`src/hdl/bdbd_pkg.sv`:
```
// ----------------------------------------------------------------------------
// bdbd_pkg: shared types, constants and calendar functions
// Calendar helpers for the business day counter: month lengths, month
// offsets for the March-based serial day, date check and weekday tally.
// ----------------------------------------------------------------------------
package bdbd_pkg;

  localparam int unsigned DayW   = 5;
  localparam int unsigned MonW   = 4;
  localparam int unsigned YearW  = 14;
  localparam int unsigned CntW   = 22;
  localparam int unsigned MaxYear = 9999;

  // reciprocal divider: quotient = (x * recip) >> RecipShift in one step,
  // remainder = x - quotient * divisor in the next; exact for every
  // dividend used here (years below 2**14, day counts below 2**22)
  localparam int unsigned DivSteps   = 2;
  localparam int unsigned StepW      = $clog2(DivSteps);
  localparam int unsigned RemW       = 7;
  localparam int unsigned CentW      = 8;   // year / 100 for years up to 16383
  localparam int unsigned RecipW     = 23;
  localparam int unsigned RecipShift = 25;

  localparam logic [RemW-1:0] DivCent = RemW'(100);
  localparam logic [RemW-1:0] DivWeek = RemW'(7);

  localparam logic [RecipW-1:0] RecipCent = RecipW'(335545);   // ceil(2**25 / 100)
  localparam logic [RecipW-1:0] RecipWeek = RecipW'(4793491);  // ceil(2**25 / 7)

  // serial day 0 (March 1 of year 0) falls on a Wednesday, Sunday being 0
  localparam logic [2:0] SerialWday = 3'd3;

  localparam logic [MonW-1:0] MonJan = MonW'(1);
  localparam logic [MonW-1:0] MonFeb = MonW'(2);
  localparam logic [MonW-1:0] MonDec = MonW'(12);

  typedef logic [CntW-1:0] count_t;

  function automatic logic [DayW-1:0] month_len(input logic [MonW-1:0] m, input logic leap);
    logic [DayW-1:0] len;
    case (m)
      4'd2:                      len = leap ? DayW'(29) : DayW'(28);
      4'd4, 4'd6, 4'd9, 4'd11:   len = DayW'(30);
      default:                   len = DayW'(31);
    endcase
    return len;
  endfunction

  // days from March 1 to the first of month m, year taken to start in March
  function automatic logic [8:0] month_off(input logic [MonW-1:0] m);
    logic [8:0] off;
    case (m)
      4'd3:    off = 9'd0;
      4'd4:    off = 9'd31;
      4'd5:    off = 9'd61;
      4'd6:    off = 9'd92;
      4'd7:    off = 9'd122;
      4'd8:    off = 9'd153;
      4'd9:    off = 9'd184;
      4'd10:   off = 9'd214;
      4'd11:   off = 9'd245;
      4'd12:   off = 9'd275;
      4'd1:    off = 9'd306;
      4'd2:    off = 9'd337;
      default: off = 9'd0;
    endcase
    return off;
  endfunction

  // cent = year / 100, cent_zero = (year % 100 == 0)
  function automatic logic date_ok(input logic [DayW-1:0]  d,
                                   input logic [MonW-1:0]  m,
                                   input logic [YearW-1:0] y,
                                   input logic [CentW-1:0] cent,
                                   input logic             cent_zero);
    logic leap;
    leap = ((y[1:0] == 2'b00) && !cent_zero) || (cent_zero && (cent[1:0] == 2'b00));
    return (m >= MonJan) && (m <= MonDec) && (y != '0) && (y <= YearW'(MaxYear)) &&
           (d != '0) && (d <= month_len(m, leap));
  endfunction

  // serial day number with the year starting in March; Jan/Feb use year - 1
  function automatic count_t serial_day(input logic [DayW-1:0]  d,
                                        input logic [MonW-1:0]  m,
                                        input logic [YearW-1:0] y,
                                        input logic [CentW-1:0] cent,
                                        input logic             cent_zero);
    logic              early;
    logic [YearW-1:0]  yy;
    logic [YearW-1:0]  y4;
    logic [CentW-1:0]  c1;
    logic [CentW-1:0]  c4;
    early = (m == MonJan) || (m == MonFeb);
    yy = y - YearW'(early);
    y4 = (y >> 2) - YearW'(early && (y[1:0] == 2'b00));
    c1 = cent - CentW'(early && cent_zero);
    c4 = (cent >> 2) - CentW'(early && cent_zero && (cent[1:0] == 2'b00));
    return CntW'(yy) * CntW'(365) + CntW'(y4) - CntW'(c1) + CntW'(c4) +
           CntW'(month_off(m)) + CntW'(d) - CntW'(1);
  endfunction

  // Monday..Friday among r consecutive days starting on weekday w
  function automatic logic [2:0] wd_count(input logic [2:0] w, input logic [2:0] r);
    logic [2:0] n;
    logic [3:0] k;
    n = '0;
    for (int i = 0; i < 7; i++) begin
      k = 4'(w) + 4'(i);
      if (k >= 4'd7) begin
        k = k - 4'd7;
      end
      if ((3'(i) < r) && (k != 4'd0) && (k != 4'd6)) begin
        n = n + 3'd1;
      end
    end
    return n;
  endfunction

endpackage

```
`src/hdl/business_days_between_dates.sv`:
```
// ----------------------------------------------------------------------------
// business_days_between_dates: day and weekday counts between two dates
// Checks both dates, turns them into serial day numbers and counts the days
// in [start, end) (+1 with include_end_day) plus the Monday..Friday days among [start, end).
// ----------------------------------------------------------------------------
// done_o pulses after the week and weekday divides, or straight from the compare
//   state when a date is invalid or start is not before end (no week split needed).
// One item at a time: start is taken only in idle, and up to four two-step divides
//   run on one shared reciprocal multiplier; busy drops with done_o.
// Reset (rst_ni low, async): idle, no strobe, include_end_day cleared.
// The receiver cannot stall: each result is valid for the done_o cycle only.

module business_days_between_dates (
  input  logic                          clk_i,
  input  logic                          rst_ni,
  // configuration: include_end_day
  input  logic                          cfg_we_i,
  input  logic                          cfg_wdata_i,
  // command
  input  logic                          start,
  output logic                          busy,
  input  logic [bdbd_pkg::DayW-1:0]     start_day_i,
  input  logic [bdbd_pkg::MonW-1:0]     start_month_i,
  input  logic [bdbd_pkg::YearW-1:0]    start_year_i,
  input  logic [bdbd_pkg::DayW-1:0]     end_day_i,
  input  logic [bdbd_pkg::MonW-1:0]     end_month_i,
  input  logic [bdbd_pkg::YearW-1:0]    end_year_i,
  // result
  output logic                          done_o,
  output logic [bdbd_pkg::CntW-1:0]     total_days_o,
  output logic [bdbd_pkg::CntW-1:0]     weekday_count_o,
  output logic                          invalid_o
);

  // Sequencer states
  localparam logic [2:0] StIdle  = 3'd0;  // wait for start
  localparam logic [2:0] StDivSy = 3'd1;  // start year / 100
  localparam logic [2:0] StDivEy = 3'd2;  // end year / 100
  localparam logic [2:0] StSerS  = 3'd3;  // start serial day, start check
  localparam logic [2:0] StSerE  = 3'd4;  // end serial day, end check
  localparam logic [2:0] StCmp   = 3'd5;  // early exits, span n = e - s
  localparam logic [2:0] StDivN  = 3'd6;  // n / 7 -> whole weeks, leftover days
  localparam logic [2:0] StDivW  = 3'd7;  // (s + 3) % 7 -> start weekday

  localparam int unsigned CntW   = bdbd_pkg::CntW;
  localparam int unsigned RemW   = bdbd_pkg::RemW;
  localparam int unsigned CentW  = bdbd_pkg::CentW;
  localparam int unsigned StepW  = bdbd_pkg::StepW;
  localparam int unsigned RecipW = bdbd_pkg::RecipW;

  // Control registers
  logic [2:0]       state_q, state_d;
  logic             done_q,  done_d;
  logic             inc_q;

  // Divider datapath
  logic [CntW-1:0]  num_q, num_d;   // dividend
  logic [CntW-1:0]  quo_q, quo_d;   // quotient from the first step
  logic [RemW-1:0]  div_q, div_d;
  logic [StepW-1:0] cnt_q, cnt_d;

  // Latched dates
  logic [bdbd_pkg::DayW-1:0]  sd_q, sd_d, ed_q, ed_d;
  logic [bdbd_pkg::MonW-1:0]  sm_q, sm_d, em_q, em_d;
  logic [bdbd_pkg::YearW-1:0] sy_q, sy_d, ey_q, ey_d;

  // Intermediate results
  logic [CentW-1:0] qs_q, qs_d, qe_q, qe_d;  // year / 100
  logic             zs_q, zs_d, ze_q, ze_d;  // year % 100 == 0
  logic [CntW-1:0]  s_q, s_d, e_q, e_d;      // serial days; e later holds the span
  logic             vs_q, vs_d, ve_q, ve_d;  // date valid
  logic [CntW-1:0]  q7_q, q7_d;              // whole weeks
  logic [2:0]       r7_q, r7_d;              // leftover days

  // Result registers
  logic [CntW-1:0]  total_q, total_d;
  logic [CntW-1:0]  work_q,  work_d;
  logic             inv_q,   inv_d;

  // --------------------------------------------------------------------------
  // Shared divider: step 0 takes the quotient by reciprocal multiply,
  // step 1 gets the remainder by multiplying back and subtracting
  // --------------------------------------------------------------------------
  logic [RecipW-1:0]      recip;
  logic [CntW+RecipW-1:0] prod;
  logic [CntW-1:0]        quo_nx;
  logic [CntW-1:0]        back;
  logic [RemW-1:0]        rem_nx;
  logic                   div_last;

  assign recip    = (div_q == bdbd_pkg::DivWeek) ? bdbd_pkg::RecipWeek : bdbd_pkg::RecipCent;
  assign prod     = (CntW+RecipW)'(num_q) * (CntW+RecipW)'(recip);
  assign quo_nx   = CntW'(prod >> bdbd_pkg::RecipShift);
  assign back     = quo_q * CntW'(div_q);
  assign rem_nx   = RemW'(num_q - back);
  assign div_last = (cnt_q == StepW'(bdbd_pkg::DivSteps - 1));

  // --------------------------------------------------------------------------
  // Shared serial-day and date-check unit, start date in StSerS else end date
  // --------------------------------------------------------------------------
  logic                       ser_start;
  logic [bdbd_pkg::DayW-1:0]  ser_day;
  logic [bdbd_pkg::MonW-1:0]  ser_mon;
  logic [bdbd_pkg::YearW-1:0] ser_year;
  logic [CentW-1:0]           ser_cent;
  logic                       ser_czero;
  logic [CntW-1:0]            ser_val;
  logic                       ser_ok;

  assign ser_start = (state_q == StSerS);
  assign ser_day   = ser_start ? sd_q : ed_q;
  assign ser_mon   = ser_start ? sm_q : em_q;
  assign ser_year  = ser_start ? sy_q : ey_q;
  assign ser_cent  = ser_start ? qs_q : qe_q;
  assign ser_czero = ser_start ? zs_q : ze_q;
  assign ser_val   = bdbd_pkg::serial_day(ser_day, ser_mon, ser_year, ser_cent, ser_czero);
  assign ser_ok    = bdbd_pkg::date_ok(ser_day, ser_mon, ser_year, ser_cent, ser_czero);

  // Five weekdays per whole week, plus a tally of the leftover days
  logic [CntW-1:0] work_full;
  assign work_full = (q7_q << 2) + q7_q +
                     CntW'(bdbd_pkg::wd_count(rem_nx[2:0], r7_q));

  // --------------------------------------------------------------------------
  // Sequencer
  // --------------------------------------------------------------------------
  always_comb begin
    state_d = state_q;
    done_d  = 1'b0;
    num_d   = num_q;
    quo_d   = quo_q;
    div_d   = div_q;
    cnt_d   = cnt_q;
    sd_d = sd_q; sm_d = sm_q; sy_d = sy_q;
    ed_d = ed_q; em_d = em_q; ey_d = ey_q;
    qs_d = qs_q; zs_d = zs_q; qe_d = qe_q; ze_d = ze_q;
    s_d  = s_q;  e_d  = e_q;  vs_d = vs_q; ve_d = ve_q;
    q7_d = q7_q; r7_d = r7_q;
    total_d = total_q;
    work_d  = work_q;
    inv_d   = inv_q;

    case (state_q)
      StIdle: begin
        if (start) begin
          sd_d = start_day_i; sm_d = start_month_i; sy_d = start_year_i;
          ed_d = end_day_i;   em_d = end_month_i;   ey_d = end_year_i;
          num_d   = CntW'(start_year_i);
          cnt_d   = '0;
          div_d   = bdbd_pkg::DivCent;
          state_d = StDivSy;
        end
      end

      StDivSy: begin
        quo_d = quo_nx;
        cnt_d = cnt_q + StepW'(1);
        if (div_last) begin
          qs_d    = quo_q[CentW-1:0];
          zs_d    = (rem_nx == '0);
          num_d   = CntW'(ey_q);
          cnt_d   = '0;
          state_d = StDivEy;
        end
      end

      StDivEy: begin
        quo_d = quo_nx;
        cnt_d = cnt_q + StepW'(1);
        if (div_last) begin
          qe_d    = quo_q[CentW-1:0];
          ze_d    = (rem_nx == '0);
          state_d = StSerS;
        end
      end

      StSerS: begin
        s_d     = ser_val;
        vs_d    = ser_ok;
        state_d = StSerE;
      end

      StSerE: begin
        e_d     = ser_val;
        ve_d    = ser_ok;
        state_d = StCmp;
      end

      StCmp: begin
        if (!(vs_q && ve_q)) begin
          total_d = '0;
          work_d  = '0;
          inv_d   = 1'b1;
          done_d  = 1'b1;
          state_d = StIdle;
        end else if (s_q >= e_q) begin
          total_d = CntW'(inc_q);
          work_d  = '0;
          inv_d   = 1'b0;
          done_d  = 1'b1;
          state_d = StIdle;
        end else begin
          e_d     = e_q - s_q;
          num_d   = e_q - s_q;
          cnt_d   = '0;
          div_d   = bdbd_pkg::DivWeek;
          state_d = StDivN;
        end
      end

      StDivN: begin
        quo_d = quo_nx;
        cnt_d = cnt_q + StepW'(1);
        if (div_last) begin
          q7_d    = quo_q;
          r7_d    = rem_nx[2:0];
          num_d   = s_q + CntW'(bdbd_pkg::SerialWday);
          cnt_d   = '0;
          state_d = StDivW;
        end
      end

      StDivW: begin
        quo_d = quo_nx;
        cnt_d = cnt_q + StepW'(1);
        if (div_last) begin
          total_d = e_q + CntW'(inc_q);
          work_d  = work_full;
          inv_d   = 1'b0;
          done_d  = 1'b1;
          state_d = StIdle;
        end
      end

      default: begin
        state_d = StIdle;
      end
    endcase
  end

  // Control state
  always_ff @(posedge clk_i or negedge rst_ni) begin
    if (!rst_ni) begin
      state_q <= StIdle;
      done_q  <= 1'b0;
      inc_q   <= 1'b0;
    end else begin
      state_q <= state_d;
      done_q  <= done_d;
      if (cfg_we_i) begin
        inc_q <= cfg_wdata_i;
      end
    end
  end

  // Datapath, no reset needed
  always_ff @(posedge clk_i) begin
    num_q <= num_d;
    quo_q <= quo_d;
    div_q <= div_d;
    cnt_q <= cnt_d;
    sd_q <= sd_d; sm_q <= sm_d; sy_q <= sy_d;
    ed_q <= ed_d; em_q <= em_d; ey_q <= ey_d;
    qs_q <= qs_d; zs_q <= zs_d; qe_q <= qe_d; ze_q <= ze_d;
    s_q  <= s_d;  e_q  <= e_d;  vs_q <= vs_d; ve_q <= ve_d;
    q7_q <= q7_d; r7_q <= r7_d;
    total_q <= total_d;
    work_q  <= work_d;
    inv_q   <= inv_d;
  end

  assign busy            = (state_q != StIdle);
  assign done_o          = done_q;
  assign total_days_o    = total_q;
  assign weekday_count_o = work_q;
  assign invalid_o       = inv_q;

  // --------------------------------------------------------------------------
  // Assertions
  // --------------------------------------------------------------------------
  a_done_idle: assert property (@(posedge clk_i) disable iff (!rst_ni)
    done_o |-> !busy)
    else $error("result strobe while sequencer busy");

  a_done_pulse: assert property (@(posedge clk_i) disable iff (!rst_ni)
    done_o |=> !done_o)
    else $error("result strobe longer than one cycle");

  a_start_busy: assert property (@(posedge clk_i) disable iff (!rst_ni)
    start && !busy |=> busy && !done_o)
    else $error("start transfer did not launch the sequencer");

  a_invalid_zero: assert property (@(posedge clk_i) disable iff (!rst_ni)
    done_o && invalid_o |-> (total_days_o == '0) && (weekday_count_o == '0))
    else $error("invalid result with nonzero counts");

  a_work_le_total: assert property (@(posedge clk_i) disable iff (!rst_ni)
    done_o && !invalid_o |-> weekday_count_o <= total_days_o)
    else $error("weekday count exceeds total days");

endmodule
```
`config.mk`:
```
export PLATFORM = sky130hd
export DESIGN_NAME = business_days_between_dates
export DESIGN_NICKNAME = d
export VERILOG_FILES = /design/src/hdl/bdbd_pkg.sv /design/src/hdl/business_days_between_dates.sv
export SDC_FILE = /design/constraint.sdc
export NUM_CORES = 1
export LEC_CHECK = 0
export BUFFER_PORTS_ARGS = -buffer_cell sky130_fd_sc_hd__clkbuf_2
export CAP_MARGIN = 5
export CORE_ASPECT_RATIO = 1.5
export CORE_UTILIZATION = 65
export CTS_BUF_LIST = sky130_fd_sc_hd__clkbuf_16
export DETAILED_ROUTE_END_ITERATION = 12
export PLACE_DENSITY = 0.83
export SYNTH_ARGS = -nofsm -noshare
export SYNTH_HDL_FRONTEND = slang
export SYNTH_SLANG_ARGS = --single-unit
```
`constraint.sdc`:
```
create_clock -name clk_i -period 11.4 [get_ports clk_i]
set_clock_uncertainty 0.1 [all_clocks]
set_input_delay 3.42 -clock clk_i [delete_from_list [all_inputs] [get_ports clk_i]]
set_output_delay 3.42 -clock clk_i [all_outputs]
set_load 0.02 [all_outputs]
```
Yosys cells after proc, flatten, opt, wreduce, memory -nomap -nowiden
Memories as Yosys holds them, arrays and structs flattened.
Index checks and enable logic that the tools add are counted.
Widths: inputs -> output; s select.

cells by class
  equal/unequal tests = 29
  multiply operators = 3
  reduce and logical (&&, ||, !) cells = 61
  magnitude comparators = 19
  mux-type cells = 62
  add/subtract/negate cells = 36

operators by type and width
  operator               number
  $mux 22                11
  $pmux 22 s2            3
  $pmux 22 s4            1
  $mul 22x23->45         1
  $mux 3                 13
  $reduce_bool 4->1      9
  $mux 4                 8
  $ne 4x3->1 const B     7
  $logic_and 1x1->1      25
  $ge 4x3->1 const B     6
  $pmux 3 s8             1
  $sub 4x3->4 const B    6
  $mux 23                1
  $add 22x1->22          1
  $add 22x14->22         1
  $add 22x2->22 const B  1
  $add 22x20->22         1
  $add 22x3->22          1
  $add 22x5->22          1
  $add 22x8->22          1
  $add 22x9->22          1
  $ge 22x22->1           1
  $mul 14x9->22 const B  1
  $sub 22x1->22 const B  1
  57 further kinds       107

storage, ports and cells
  input bits = 51
  register bits after elaboration = 233
  logic and storage cells = 237
  bits in read-only memories = 144
  memories = 1
  output and inout bits = 47

memory list
  name              words  width  read ports  clocked after memory_dff  wr ports  line            text
  (name not given)  16     9      1           0                         0         bdbd_pkg.sv:52  case (m)

Logic depth before layout (Yosys ltp)
  depth after elaboration = 23
  depth in mapped cells = 44
  gate-level depth less buffers = 44

Worst setup path before layout
OpenSTA, ideal clock, no wires.

  kind = register to register
  from = reg num_q[2]
  to = reg work_q[20] (netlist: weekday_count_o[20]), data pin
  required time = 11034 ps
  cell stages (with the launch flop) = 42
  period minus slack after synthesis = 9321 ps
  path buffers = 2
  library setup time = 266 ps
  arrival time = 8955 ps
  slack = 2079 ps
  cells stage by stage = edfxtp_1 > inv_1 > ha_1 > xnor2_1 > xnor2_1 > fa_1 > inv_1 > fa_1 > buf_6 > inv_1 > ha_1 > inv_1 > ha_1 > clkbuf_1 > or2b_1 > o221ai_1 > ha_1 > xor2_2 > [... 6 more ...] > ha_1 > inv_1 > nor2_1 > xnor2_1 > xor2_1 > xor2_1 > fa_1 > inv_1 > ha_1 > a21o_1 > a21o_1 > a2111oi_4 > o21ai_1 > a311oi_1 > o21ai_1 > o31ai_1 > xor2_1 > nor2_1

between the ends
  cells in the longest elaborated chain, start to end = 22
  elaborated cells on any way between the ends = 72
  classes of those cells = add/sub: 21; order compare: 7; eq/ne: 7; mux: 16; reduce/logical: 21

ends and longest elaborated chain
  item                                       line                                text
  start: declaration                         business_days_between_dates.sv:57   logic [CntW-1:0] num_q, num_d;
  start signal: assignment                   business_days_between_dates.sv:258  num_q <= num_d;
  $sub 7x7->7 *                              business_days_between_dates.sv:95   assign rem_nx = RemW'(num_q - back);
  $sub 3x3->4 or $ge 3x3->1 (tied branches)  bdbd_pkg.sv:110, bdbd_pkg.sv:109
  $mux 4                                     bdbd_pkg.sv:109                     if (k >= 4'd7) begin
  $reduce_bool 4->1                          bdbd_pkg.sv:112                     if ((3'(i) < r) && (k != 4'd0) && (k != 4'd6)) begin
  $logic_and 1x1->1 (2 in a row)             bdbd_pkg.sv:112
  $mux 1                                     bdbd_pkg.sv:112
  $add 3x1->3                                bdbd_pkg.sv:113                     n = n + 3'd1;
  $mux 3                                     bdbd_pkg.sv:112
  [... 5 more ...]                           n/a
  $mux 3                                     bdbd_pkg.sv:112
  $add 3x1->3                                bdbd_pkg.sv:113
  $mux 3                                     bdbd_pkg.sv:112
  $add 3x1->3                                bdbd_pkg.sv:113
  $mux 3 *                                   bdbd_pkg.sv:112
  $add 22x3->22 *                            business_days_between_dates.sv:121  assign work_full = (q7_q << 2) + q7_q +
  $mux 22 *                                  business_days_between_dates.sv:226  if (div_last) begin
  $pmux 22 s2 *                              business_days_between_dates.sv:143  case (state_q)
  end signal: assignment                     business_days_between_dates.sv:268  work_q <= work_d;
  end: declaration                           business_days_between_dates.sv:77   logic [CntW-1:0] work_q, work_d;

Mark *: on every way between the ends. The rest lies on a longest branch, timed or not. The select of a mux whose other input is x is not followed.
A chain may end at the register's enable or synchronous reset.

Worst setup path in the final report
Same ends and word-level chain as after synthesis.

==> reports/metrics.cfg <==
[status]
status=finished clean

[placement]
dp.cells=3383
hpwl_um=63300
gp_congestion=1.04
post-place-ws_ps=991
port_buffers=97

[clock_tree]
ctsHoldBuffers=0
cts_root_buf=clkbuf_16
numCtsBuffers=24
clk_latency_ps=550
clock_sinks=228
cts_post_setup_buffers_inserted=0
cts-htree-levels=1
clockBufferDepth=3
cts_tree=yes
post_cts_resized=0
path_clk_slew_ps=70

[routing]
via_per_inst=5.90
ant_nets=0
routed-wl-met3_um=3150
wl_per_cell_um=21.8
vias=20200
drt_pre_antenna_iters=6
routed_wl_um=74600
detail_route.iter0.violations=1432
drt-met1-wl_um=25500
drc=0
top_layer=met4
met2_wirelength_um=39900

[hold_path]
hp-class=reg2reg
worstHoldStart=quo_q[16]

[worst_setup_path]
end_kind=flip-flop
arrival_ps=10610
crit_required_ps=11560
worstSetupStartpoint=num_q[2]
critical_path.max_stage_delay_ps=850
crit_path_frequent_cell=ha_1
path_delay_family=adder cells
crit_path_start_kind=flip-flop
cp_slowest_cell=fa_1
reg2reg_from=num_q[2]
crit_type=reg2reg
crit_buf_inv=7
crit_fanout=12

[sta]
layout_setup_ws_ps=947
period_needed_ps=10450
final_hold_viol_count=0
finalSetupViolations=0
fin_crit_sh_pct=91.7
tightestPinTransition_ps=1130
max_freq_ghz=0.0957
relSlewSlack_pct=25.0
rsz0062_at_grt=false
fin_tns_setup_ps=0
drv_slew=0

[synthesis]
yosys_warnings=0
yosys.area.top_type=fa_1
ys.flop_type=edfxtp_1
synth.distinct_cells=87
synth-edff-count=223
synth_seq_area_share_pct=24.1
synth_area_per_cell_um2=10.4
synth_cells=2719
synth_area_mm2=0.0283
synth_seq_cells=228
synthArstFlopShare_pct=2.19
synth_top_area_share_pct=24.2
synth_area_leaders=fa_1 24%, edfxtp_1 24%, ha_1 19%

[job]
maxCapViolCount=0

[final_layout]
final-seq-area_mm2=0.00682
area_growth_pct=7.39
num_antenna_cells=0
final_nets=3663
nFillCells=3107
multi_input_area_mm2=0.0193
layout.cells.non_filler=3426
drive_gt1_share_pct=7.00

[global_routing]
grt_pass1_vias=22200
grt_overflow=0
antenna_found_initial=0
grt_first_pass_wirelength_um=119000
grt_max_degree=63
grt_use_total_pct=35.1

[die]
io_pins=98
coreArea_mm2=0.0429
rows=93
die_h_um=258
initial_core_util_pct=66.0
die_area_mm2=0.0445
die_x_um=173

stage by stage:
step / hold WS, ps / utilization, % / cell area (um^2)
2_1_floorplan: 300 / - / 28400
3_3_place_gp: 308 / 68.9 / 29600
3_5_place_dp: 305 / 68.9 / 29600
4_1_cts: 306 / 70.9 / 30400
5_1_grt: 334 / 70.9 / 30400
6_report: 309 / 70.9 / 30400
Yosys cell counts, drive strengths merged (33+ instances only):
library cell,instances
nor2,139
xor2,70
xnor2,110
edfxtp,223
nor3,38
inv,582
nand3,50
fa,343
ha,430
mux2i,33
a21oi,85
o21ai,73
nand2,165
a21o,44
routing by layer:
metal  track usage (%)  vias up
met5                 0        -
met1              37.4    10000
met4              24.3        0
li1                  -     9201
met2              65.5      721
met3              3.18      281
final timing paths:
check,cells past startpoint,slack [ps],to
min in group asynchronous,1,2600,inc_q
min,0,310,q7_q[16]
max in group asynchronous,1,8430,state_q[2]
max reg2reg,40,950,weekday_count_o[20]
max,40,950,weekday_count_o[20]
min reg2reg,0,310,q7_q[16]
layout by cell type, fill, tap and decap left out, types with 10 or more instances in the layout:
master,n
a211oi_1,12
a21o_1,44
a21oi_1,83
a22oi_1,10
and2_1,31
and3_1,21
buf_4,12
clkbuf_16,25
clkbuf_2,97
conb_1,28
edfxtp_1,223
fa_1,343
ha_1,430
inv_1,583
mux2i_1,30
nand2_1,164
nand3_1,48
nand4_1,19
nor2_1,137
nor2b_1,14
nor3_1,37
o21ai_0,63
o21bai_1,17
o22ai_1,14
xnor2_1,109
xor2_1,68
cell type report:
cell class	count	area share (%)
sequential	228	22.4
clock buffer	25	2.05
tap	570	2.34
timing repair buffer	109	1.89
inverter	582	7.18
multi-input combinational	1894	63.3
clock inverter	18	0.773
sequential cells by signal, summed over array words and instances, names as in the netlist, 2 cells and up:
register and cells:
ey_q 14, num_q 22, div_q 2, em_q 4
qs_q 8, qe_q 8, total_days_o 22, ed_q 5
sd_q 5, weekday_count_o 22, quo_q 20, s_q 22
e_q 22, sy_q 14, r7_q 3, sm_q 4
state_q 3, q7_q 20
cell families after synthesis:
| family | Yosys count | synth area share [%] |
|---|---|---|
| adders and majority gates | 773 | 43.2 |
| buffers and inverters | 623 | 8.37 |
| and+or+nand+nor | 519 | 8.63 |
| AOI/OAI and AO/OA | 355 | 8.59 |
| DFF | 228 | 24.1 |
| xor gates and xnor gates | 180 | 5.61 |
| muxes | 39 | 1.50 |
| other | 2 | 0.0265 |
Power is left out: the tool's default activity adds up to more than one toggle a clock period on the data nets, which glitch-free logic cannot reach.
